## src/pidw_pkg.sv

```systemverilog
package pidw_pkg;

	localparam int DataW = 32;
	localparam int LimW  = 31;

	localparam logic [LimW-1:0] LimitReset = 31'd1310720;
	localparam logic [LimW-1:0] RangeReset = 31'd3276800;

	// register indexes of the write port
	typedef enum logic [2:0] {
		REG_GAIN_P    = 3'd0,
		REG_GAIN_I    = 3'd1,
		REG_GAIN_D    = 3'd2,
		REG_SETPOINT  = 3'd3,
		REG_LIMIT     = 3'd4,
		REG_RANGE     = 3'd5,
		REG_ERR_TOL   = 3'd6,
		REG_RATE_TOL  = 3'd7
	} reg_idx_t;

	typedef struct packed {
		logic        [DataW-1:0] gain_p;
		logic        [DataW-1:0] gain_i;
		logic        [DataW-1:0] gain_d;
		logic signed [DataW-1:0] setpoint;
		logic        [LimW-1:0]  integral_limit;
		logic        [LimW-1:0]  integral_range;
		logic        [LimW-1:0]  error_tolerance;
		logic        [LimW-1:0]  rate_tolerance;
	} cfg_t;

	// one queued request: saturated error plus its timestamp and restart bit
	typedef struct packed {
		logic signed [DataW-1:0] err;
		logic        [DataW-1:0] now_ms;
		logic                    restart;
	} qent_t;

endpackage

```

## src/pidw_front.sv

```systemverilog
module pidw_front
	import pidw_pkg::*;
(
	input  logic                    clk,
	input  logic                    arst_n,
	input  logic signed [DataW-1:0] setpoint,
	input  logic                    in_valid,
	output logic                    in_ready,
	input  logic signed [DataW-1:0] measurement,
	input  logic        [DataW-1:0] now_ms,
	input  logic                    restart,
	output logic                    q_valid,
	output qent_t                   q_data,
	input  logic                    q_pop
);

	qent_t       mem_q [2];
	logic        wr_ptr_q;
	logic        rd_ptr_q;
	logic [1:0]  count_q;
	logic signed [DataW:0] diff;
	logic signed [DataW-1:0] err;
	logic        push;
	logic        pop;

	// error = setpoint - measurement, saturated to 32 bits
	assign diff = {setpoint[DataW-1], setpoint} - {measurement[DataW-1], measurement};
	always_comb begin
		if (diff[DataW] != diff[DataW-1]) begin
			err = diff[DataW] ? {1'b1, {(DataW-1){1'b0}}} : {1'b0, {(DataW-1){1'b1}}};
		end else begin
			err = diff[DataW-1:0];
		end
	end

	assign in_ready = (count_q != 2'd2);
	assign push     = in_valid & in_ready;
	assign q_valid  = (count_q != 2'd0);
	assign pop      = q_pop & q_valid;
	assign q_data   = mem_q[rd_ptr_q];

	always_ff @(posedge clk) begin
		if (push) begin
			mem_q[wr_ptr_q] <= '{err: err, now_ms: now_ms, restart: restart};
		end
	end

	always_ff @(posedge clk or negedge arst_n) begin
		if (!arst_n) begin
			wr_ptr_q <= 1'b0;
			rd_ptr_q <= 1'b0;
			count_q  <= 2'd0;
		end else begin
			if (push) wr_ptr_q <= ~wr_ptr_q;
			if (pop)  rd_ptr_q <= ~rd_ptr_q;
			if (push && !pop)      count_q <= count_q + 2'd1;
			else if (pop && !push) count_q <= count_q - 2'd1;
		end
	end

endmodule

```

## src/pidw_back.sv

```systemverilog
module pidw_back
	import pidw_pkg::*;
#(
	parameter int DWELL_MS = 50
) (
	input  logic                    clk,
	input  logic                    arst_n,
	input  cfg_t                    cfg,
	input  logic                    q_valid,
	input  qent_t                   q_data,
	output logic                    q_pop,
	output logic                    out_valid,
	input  logic                    out_ready,
	output logic        [DataW-1:0] drive,
	output logic                    arrived
);

	localparam int PW = 49;   // rounded product, signed
	localparam int SW = 51;   // P+I+D sum

	typedef enum logic [2:0] {
		ST_IDLE,
		ST_MUL_P,
		ST_MUL_D,
		ST_INTEG,
		ST_MUL_I,
		ST_RND_I,
		ST_OUT
	} state_t;

	function automatic logic signed [PW-1:0] rnd(input logic [63:0] p, input logic n);
		logic [64:0]   s;
		logic [PW-1:0] r;
		s = {1'b0, p} + 65'h8000;
		r = s[64:16];
		return n ? -r : r;
	endfunction

	state_t                  state_q;
	logic                    first_q;
	logic signed [DataW-1:0] prev_err_q;
	logic signed [DataW-1:0] esum_q;
	logic                    settled_q;
	logic        [DataW-1:0] dwell_start_q;

	logic signed [DataW-1:0] err_q;
	logic        [DataW-1:0] now_q;
	logic signed [DataW:0]   diff_q;
	logic        [DataW-1:0] a_q;
	logic        [DataW-1:0] b_q;
	logic                    neg_q;
	logic        [63:0]      prod_q;
	logic                    prod_neg_q;
	logic signed [PW-1:0]    p_q;
	logic signed [PW-1:0]    d_q;
	logic signed [PW-1:0]    i_q;
	logic                    out_valid_q;
	logic        [DataW-1:0] drive_q;
	logic                    arrived_q;

	logic                    first_now;
	logic signed [DataW-1:0] prev_eff;
	logic signed [DataW:0]   diff_new;
	logic        [DataW-1:0] emag;
	logic        [DataW-1:0] dfmag;
	logic                    on_target;
	logic        [PW-1:0]    pmag;
	logic        [PW-1:0]    dmag;
	logic signed [DataW:0]   acc;
	logic signed [DataW:0]   lim33;
	logic signed [DataW-1:0] clamped;
	logic signed [DataW-1:0] esum_new;
	logic        [DataW-1:0] esmag;
	logic signed [SW-1:0]    total;
	logic signed [DataW-1:0] total_sat;
	logic                    slot_free;
	logic                    rate_ok;
	logic        [DataW-1:0] elapsed;

	assign first_now = first_q | q_data.restart;
	assign prev_eff  = first_now ? q_data.err : prev_err_q;
	assign diff_new  = {q_data.err[DataW-1], q_data.err} - {prev_eff[DataW-1], prev_eff};
	assign dfmag     = diff_q[DataW] ? DataW'(-diff_q) : diff_q[DataW-1:0];

	assign emag      = err_q[DataW-1] ? -err_q : err_q;
	assign on_target = emag <= {1'b0, cfg.error_tolerance};
	assign pmag      = p_q[PW-1] ? -p_q : p_q;
	assign dmag      = d_q[PW-1] ? -d_q : d_q;

	// integrate, clamp to +-limit, then clear when |P| reaches the range, on sign mismatch or on target
	assign acc   = {esum_q[DataW-1], esum_q} + {err_q[DataW-1], err_q};
	assign lim33 = {2'b00, cfg.integral_limit};
	always_comb begin
		if (acc > lim33)       clamped = lim33[DataW-1:0];
		else if (acc < -lim33) clamped = DataW'(-lim33);
		else                   clamped = acc[DataW-1:0];
		if (pmag >= {{(PW-LimW){1'b0}}, cfg.integral_range}) begin
			esum_new = '0;
		end else begin
			esum_new = clamped;
		end
		if (((esum_new > 0) != (err_q > 0)) || ((esum_new < 0) != (err_q < 0)) || on_target) begin
			esum_new = '0;
		end
	end
	assign esmag = esum_new[DataW-1] ? -esum_new : esum_new;

	assign total = SW'(p_q) + SW'(i_q) + SW'(d_q);
	always_comb begin
		if (total > SW'(signed'({1'b0, {(DataW-1){1'b1}}})))
			total_sat = {1'b0, {(DataW-1){1'b1}}};
		else if (total < -(SW'(signed'({1'b0, 1'b1, {(DataW-1){1'b0}}}))))
			total_sat = {1'b1, {(DataW-1){1'b0}}};
		else
			total_sat = total[DataW-1:0];
	end

	assign rate_ok   = dmag <= {{(PW-LimW){1'b0}}, cfg.rate_tolerance};
	assign elapsed   = now_q - dwell_start_q;
	assign slot_free = !out_valid_q || out_ready;
	assign q_pop     = (state_q == ST_IDLE) && q_valid;

	assign out_valid = out_valid_q;
	assign drive     = drive_q;
	assign arrived   = arrived_q;

	always_ff @(posedge clk or negedge arst_n) begin
		if (!arst_n) begin
			state_q       <= ST_IDLE;
			first_q       <= 1'b1;
			prev_err_q    <= '0;
			esum_q        <= '0;
			settled_q     <= 1'b0;
			dwell_start_q <= '0;
			err_q         <= '0;
			now_q         <= '0;
			diff_q        <= '0;
			a_q           <= '0;
			b_q           <= '0;
			neg_q         <= 1'b0;
			prod_q        <= '0;
			prod_neg_q    <= 1'b0;
			p_q           <= '0;
			d_q           <= '0;
			i_q           <= '0;
			out_valid_q   <= 1'b0;
			drive_q       <= '0;
			arrived_q     <= 1'b0;
		end else begin
			// shared multiplier, one registered product per cycle
			prod_q     <= a_q * b_q;
			prod_neg_q <= neg_q;
			// in ST_OUT the output register is handled by the state itself
			if (out_valid_q && out_ready && (state_q != ST_OUT)) out_valid_q <= 1'b0;

			unique case (state_q)
				ST_IDLE: begin
					if (q_valid) begin
						err_q      <= q_data.err;
						now_q      <= q_data.now_ms;
						diff_q     <= diff_new;
						prev_err_q <= q_data.err;
						first_q    <= 1'b0;
						if (first_now) esum_q <= '0;
						a_q        <= cfg.gain_p;
						b_q        <= q_data.err[DataW-1] ? -q_data.err : q_data.err;
						neg_q      <= q_data.err[DataW-1];
						state_q    <= ST_MUL_P;
					end
				end
				ST_MUL_P: begin
					a_q     <= cfg.gain_d;
					b_q     <= dfmag;
					neg_q   <= diff_q[DataW];
					state_q <= ST_MUL_D;
				end
				ST_MUL_D: begin
					p_q     <= rnd(prod_q, prod_neg_q);
					state_q <= ST_INTEG;
				end
				ST_INTEG: begin
					d_q     <= rnd(prod_q, prod_neg_q);
					esum_q  <= esum_new;
					a_q     <= cfg.gain_i;
					b_q     <= esmag;
					neg_q   <= esum_new[DataW-1];
					state_q <= ST_MUL_I;
				end
				ST_MUL_I: begin
					state_q <= ST_RND_I;
				end
				ST_RND_I: begin
					i_q     <= rnd(prod_q, prod_neg_q);
					state_q <= ST_OUT;
				end
				ST_OUT: begin
					if (slot_free) begin
						out_valid_q <= 1'b1;
						drive_q     <= total_sat;
						if (on_target && rate_ok) begin
							if (elapsed >= DataW'(DWELL_MS)) begin
								settled_q <= 1'b1;
								arrived_q <= 1'b1;
							end else begin
								arrived_q <= settled_q;
							end
						end else begin
							dwell_start_q <= now_q;
							settled_q     <= 1'b0;
							arrived_q     <= 1'b0;
						end
						state_q <= ST_IDLE;
					end
				end
				default: state_q <= ST_IDLE;
			endcase
		end
	end

endmodule

```

## src/pid_with_windup_and_arrival.sv

```systemverilog
// Channel   Dir  Handshake                      Payload
// s_axis    in   s_axis_tvalid/s_axis_tready    tdata: measurement, now_ms; tuser: restart
// m_axis    out  m_axis_tvalid/m_axis_tready    tdata: drive; tuser: arrived
// cfg       in   cfg_we (no wait)               cfg_addr selects register, cfg_wdata
//
// In the back end each request makes three passes through one shared
// 32x32 multiplier (P, D, I) with rounding and integral update between them.
// The front end computes the saturated error and holds up to 2 requests, so
// input is taken while the back end works or the output waits, until the queue is full.
// arst_n clears the queue, the controller state and the output register; the
// first request after reset counts as a restart.
// A stalled m_axis only holds the back end in its final step; the queue fills.
module pid_with_windup_and_arrival
	import pidw_pkg::*;
#(
	parameter int DWELL_MS = 50
) (
	input  logic        clk,
	input  logic        arst_n,
	input  logic        s_axis_tvalid,
	output logic        s_axis_tready,
	input  logic [63:0] s_axis_tdata,   // [31:0] measurement, [63:32] now_ms
	input  logic        s_axis_tuser,   // [0] restart
	output logic        m_axis_tvalid,
	input  logic        m_axis_tready,
	output logic [31:0] m_axis_tdata,   // [31:0] drive
	output logic        m_axis_tuser,   // [0] arrived
	input  logic        cfg_we,
	input  logic [2:0]  cfg_addr,
	input  logic [31:0] cfg_wdata
);

	cfg_t  cfg_q;
	logic  q_valid;
	qent_t q_data;
	logic  q_pop;

	// configuration registers; the narrow ones drop the top bit
	always_ff @(posedge clk or negedge arst_n) begin
		if (!arst_n) begin
			cfg_q.gain_p          <= '0;
			cfg_q.gain_i          <= '0;
			cfg_q.gain_d          <= '0;
			cfg_q.setpoint        <= '0;
			cfg_q.integral_limit  <= LimitReset;
			cfg_q.integral_range  <= RangeReset;
			cfg_q.error_tolerance <= '0;
			cfg_q.rate_tolerance  <= '0;
		end else if (cfg_we) begin
			unique case (reg_idx_t'(cfg_addr))
				REG_GAIN_P:   cfg_q.gain_p          <= cfg_wdata;
				REG_GAIN_I:   cfg_q.gain_i          <= cfg_wdata;
				REG_GAIN_D:   cfg_q.gain_d          <= cfg_wdata;
				REG_SETPOINT: cfg_q.setpoint        <= cfg_wdata;
				REG_LIMIT:    cfg_q.integral_limit  <= cfg_wdata[LimW-1:0];
				REG_RANGE:    cfg_q.integral_range  <= cfg_wdata[LimW-1:0];
				REG_ERR_TOL:  cfg_q.error_tolerance <= cfg_wdata[LimW-1:0];
				REG_RATE_TOL: cfg_q.rate_tolerance  <= cfg_wdata[LimW-1:0];
				default: ;
			endcase
		end
	end

	// front end: error computation and request queue
	pidw_front u_front (
		.clk         (clk),
		.arst_n      (arst_n),
		.setpoint    (cfg_q.setpoint),
		.in_valid    (s_axis_tvalid),
		.in_ready    (s_axis_tready),
		.measurement (s_axis_tdata[31:0]),
		.now_ms      (s_axis_tdata[63:32]),
		.restart     (s_axis_tuser),
		.q_valid     (q_valid),
		.q_data      (q_data),
		.q_pop       (q_pop)
	);

	// back end: P/D/I sequencing, integral clamp, arrival timer, output reg
	pidw_back #(
		.DWELL_MS (DWELL_MS)
	) u_back (
		.clk       (clk),
		.arst_n    (arst_n),
		.cfg       (cfg_q),
		.q_valid   (q_valid),
		.q_data    (q_data),
		.q_pop     (q_pop),
		.out_valid (m_axis_tvalid),
		.out_ready (m_axis_tready),
		.drive     (m_axis_tdata),
		.arrived   (m_axis_tuser)
	);

endmodule
```

## config.mk

```make
export PLATFORM = sky130hd
export DESIGN_NAME = pid_with_windup_and_arrival
export DESIGN_NICKNAME = d
export VERILOG_FILES = /design/src/pidw_pkg.sv /design/src/pidw_front.sv /design/src/pidw_back.sv /design/src/pid_with_windup_and_arrival.sv
export SDC_FILE = /design/constraint.sdc
export NUM_CORES = 2
export LEC_CHECK = 0
export BUFFER_PORTS_ARGS = -buffer_cell sky130_fd_sc_hd__buf_2
export CELL_PAD_IN_SITES_DETAIL_PLACEMENT = 1
export CELL_PAD_IN_SITES_GLOBAL_PLACEMENT = 1
export CORE_AREA = 8 8 404 406
export DETAILED_ROUTE_END_ITERATION = 8
export DIE_AREA = 0 0 412 414
export PLACE_DENSITY_LB_ADDON = 0.1
export SYNTH_ARGS = -nofsm -noshare
export SYNTH_HDL_FRONTEND = slang
export SYNTH_SLANG_ARGS = --single-unit
```

## constraint.sdc

```tcl
create_clock -name clk -period 22 [get_ports clk]
set_clock_uncertainty 0.15 [all_clocks]
set_input_delay 4.4 -clock clk [delete_from_list [all_inputs] [get_ports clk]]
set_output_delay 4.4 -clock clk [all_outputs]
set_load 0.005 [all_outputs]
```

==> flow_metrics.env <==
export IMPL_status="complete, no violations"
export IMPL_syn_area_sq_um=85500
export IMPL_yosysSeqAreaShare=0.256
export IMPL_hold_violations=0
export IMPL_die_h_um=414
export IMPL_fin_crit_sh=0.508
export IMPL_period_minus_slack_ns=11.18
export IMPL_postSynthAreaPerCell_sq_um=9.22
export IMPL_dp_final_hpwl_um=229000
export IMPL_clock_path_buffers=3
export IMPL_maxSlewViolCount=0
export IMPL_cts_resized=0
export IMPL_place_ws_ns=11.00
export IMPL_fmax_ghz=0.0894
export IMPL_hold_path_class="flip-flop to flip-flop"
export IMPL_fin_tns_setup_ns=0
export IMPL_rsz0062_at_grt="false"
export IMPL_crit_arrival_ns=11.71
export IMPL_cts_sinks=847
export IMPL_synth_warnings=0
export IMPL_layout_drive_gt1_share=0.0827
export IMPL_cp_data_required_time_ns=22.53
export IMPL_syn_nets=10900
export IMPL_critPathMaxFanout=14
export IMPL_wl_per_cell_um=26.4
export IMPL_core_area_sq_um=157000
export IMPL_final_nets=10900
export IMPL_vias=69200
export IMPL_dieArea_sq_um=171000
export IMPL_grt_first_pass_wirelength_um=463000
export IMPL_start_util=0.544
export IMPL_hold_buffers=0
export IMPL_synthCells=9277
export IMPL_dpl_cell_area_sq_um=88300
export IMPL_track_usage=0.351
export IMPL_synthArstFlopShare=0.847
export IMPL_via_per_inst=6.08
export IMPL_cts_tree="yes"
export IMPL_drc=0
export IMPL_drt_wl_total_um=300000
export IMPL_final_area_sq_um=91700
export IMPL_ioPinCount=140
export IMPL_cp_slowest_cell="o221ai_1"
export IMPL_synth_edf_count=130
export IMPL_synth_cell_types=110
export IMPL_num_rows=146
export IMPL_multi_input_area_sq_um=57400
export IMPL_htreeDepth=3
export IMPL_path_class="flip-flop to flip-flop"
export IMPL_worst_slew_pin_slew_ns=1.26
export IMPL_synth_flop_cell="dfrtp_1"
export IMPL_cts_made_buffers=99
export IMPL_gp_congestion=0.995
export IMPL_die_w_um=412
export IMPL_finalSetupViolCount=0
export IMPL_setup_ws_ns=10.82
export IMPL_cap_viol_max_count=0
export IMPL_clkLatencyLatePin_ns=0.76
export IMPL_slew_headroom=0.150
export IMPL_ys_ff_latch=847
export IMPL_clk_pin_slew_ns=0.06
export IMPL_overflow=0
export IMPL_grt_start_max_net_pins=156
export IMPL_dr_pass1_iters=5
export IMPL_layout_commonest_cell="nand2_1"
export IMPL_cts_root_buffer="clkbuf_16"
export IMPL_seqCellArea_sq_um=21900
export IMPL_mostFrequentLayoutCells="nand2_1, inv_1, fa_1"
export IMPL_detail_route_antenna_nets=0
export IMPL_cp_slowest_stage_delay_ns=0.66
export IMPL_area_growth_syn_to_layout_pct=7.29
export IMPL_cp_start_kind="flip-flop"
export IMPL_fill_cells=18000
export IMPL_worstSetupEndpointType="flip-flop"
export IMPL_antenna_found_initial=27
export IMPL_final_core_util=0.584
export IMPL_grt_pass1_vias=76200
export IMPL_first_iter_violations=5218
export IMPL_cpMostUsedCell="ha_1"
export IMPL_cts_setup_buffers=0
export IMPL_port_buffers=139
-- layout make-up --
| class | instances | share of cell area |
|---|---|---|
| diodes | 8 | 0.000218 |
| clock buffers | 136 | 0.0298 |
| clock inverters | 49 | 0.00728 |
| inverters | 1265 | 0.0518 |
| multi-input cells | 6738 | 0.625 |
| flip-flops and latches | 847 | 0.238 |
| well taps | 2072 | 0.0283 |
| repair buffers | 271 | 0.0189 |
-- worst max-delay path: cells and delay by family, from the launching register on --
family | cells | cell delay [ns]
buffers and inverters | 1 | 0.31
DFF | 1 | 0.42
adders and majority gates | 4 | 1.27
muxes | 3 | 1.10
and+or+nand+nor | 10 | 2.64
AOI/OAI and AO/OA | 18 | 5.21
-- sequential cells by signal, indices dropped and copies added, names as in the netlist, 2 cells and up --
| name | cells |
|---|---|
| u_back.p_q | 49 |
| u_back.prod_q | 49 |
| u_back.drive | 32 |
| cfg_q | 252 |
| u_back.err_q | 32 |
| u_back.dwell_start_q | 32 |
| u_back.state_q | 3 |
| u_back.esum_q | 32 |
| u_front.mem_q | 130 |
| u_back.diff_q | 33 |
| u_front.count_q | 2 |
| u_back.d_q | 49 |
| u_back.i_q | 49 |
| u_back.a_q | 32 |
| u_back.now_q | 32 |
| u_back.b_q | 32 |
-- worst paths after layout --
kind / from / to / slack, ns / depth (start not counted)
max in group asynchronous: arst_n / u_back.b_q[1] / 15.12 / 4
hold reg to reg: u_back.drive[31] / u_back.drive[31] / 0.32 / 2
setup reg to reg: u_back.err_q[0] / u_back.b_q[30] / 10.82 / 36
hold / removal: u_back.drive[31] / u_back.drive[31] / 0.32 / 2
min in group asynchronous: arst_n / u_back.drive[7] / 3.48 / 1
setup / recovery: u_back.err_q[0] / u_back.b_q[30] / 10.82 / 36
-- kinds of logic (layout without fill, tap and decap cells) --
kind of cell,Yosys count,in the layout,share of synthesized area
compound gates,1509,1509,0.110
xor+xnor,470,470,0.0484
fa+ha+maj,1553,1553,0.311
buf+inv,1692,1721,0.0748
flops,847,847,0.256
mux,401,401,0.0511
other cells,0,8,0
simple gates,2805,2805,0.150
-- stage by stage --
step                      instances  hold WS, ns
after floorplan                9277        0.204
after global placement        11200        0.306
after detailed placement      11200        0.314
after CTS                     11400        0.329
after global routing          11400        0.349
final                         11400        0.322
-- synthesized netlist by cell type (all sizes together), types with 49 or more instances --
library cell / number / area (sq um)
o21ai: 589 / 2960
nand3: 122 / 616
nand4: 77 / 482
ha: 601 / 7520
o21a: 49 / 368
nor2: 352 / 1320
dfrtp: 711 / 17800
or3: 51 / 319
xor2: 144 / 1260
nor4: 51 / 325
a21oi: 302 / 1520
nor2b: 51 / 319
and2: 277 / 1730
nor3: 125 / 626
o31ai: 67 / 503
inv: 1262 / 4740
edfxtp: 130 / 3900
a21o: 112 / 841
xnor2: 325 / 2850
mux2: 284 / 3200
nand2: 1492 / 5600
mux2i: 117 / 1170
clkbuf: 384 / 1440
fa: 949 / 19000
nand2b: 62 / 388
-- metal layers --
layer  up-vias  share of wire  global-route usage
li1      30300              -                   -
met1     35800           0.40               0.444
met2      2346           0.48               0.580
met3       786          0.063              0.0584
met4        10          0.061               0.178
met5         -        0.00020                   0
Power is not shown: default switching activity piles up to over one toggle a cycle in this logic, so the estimate is an artifact.
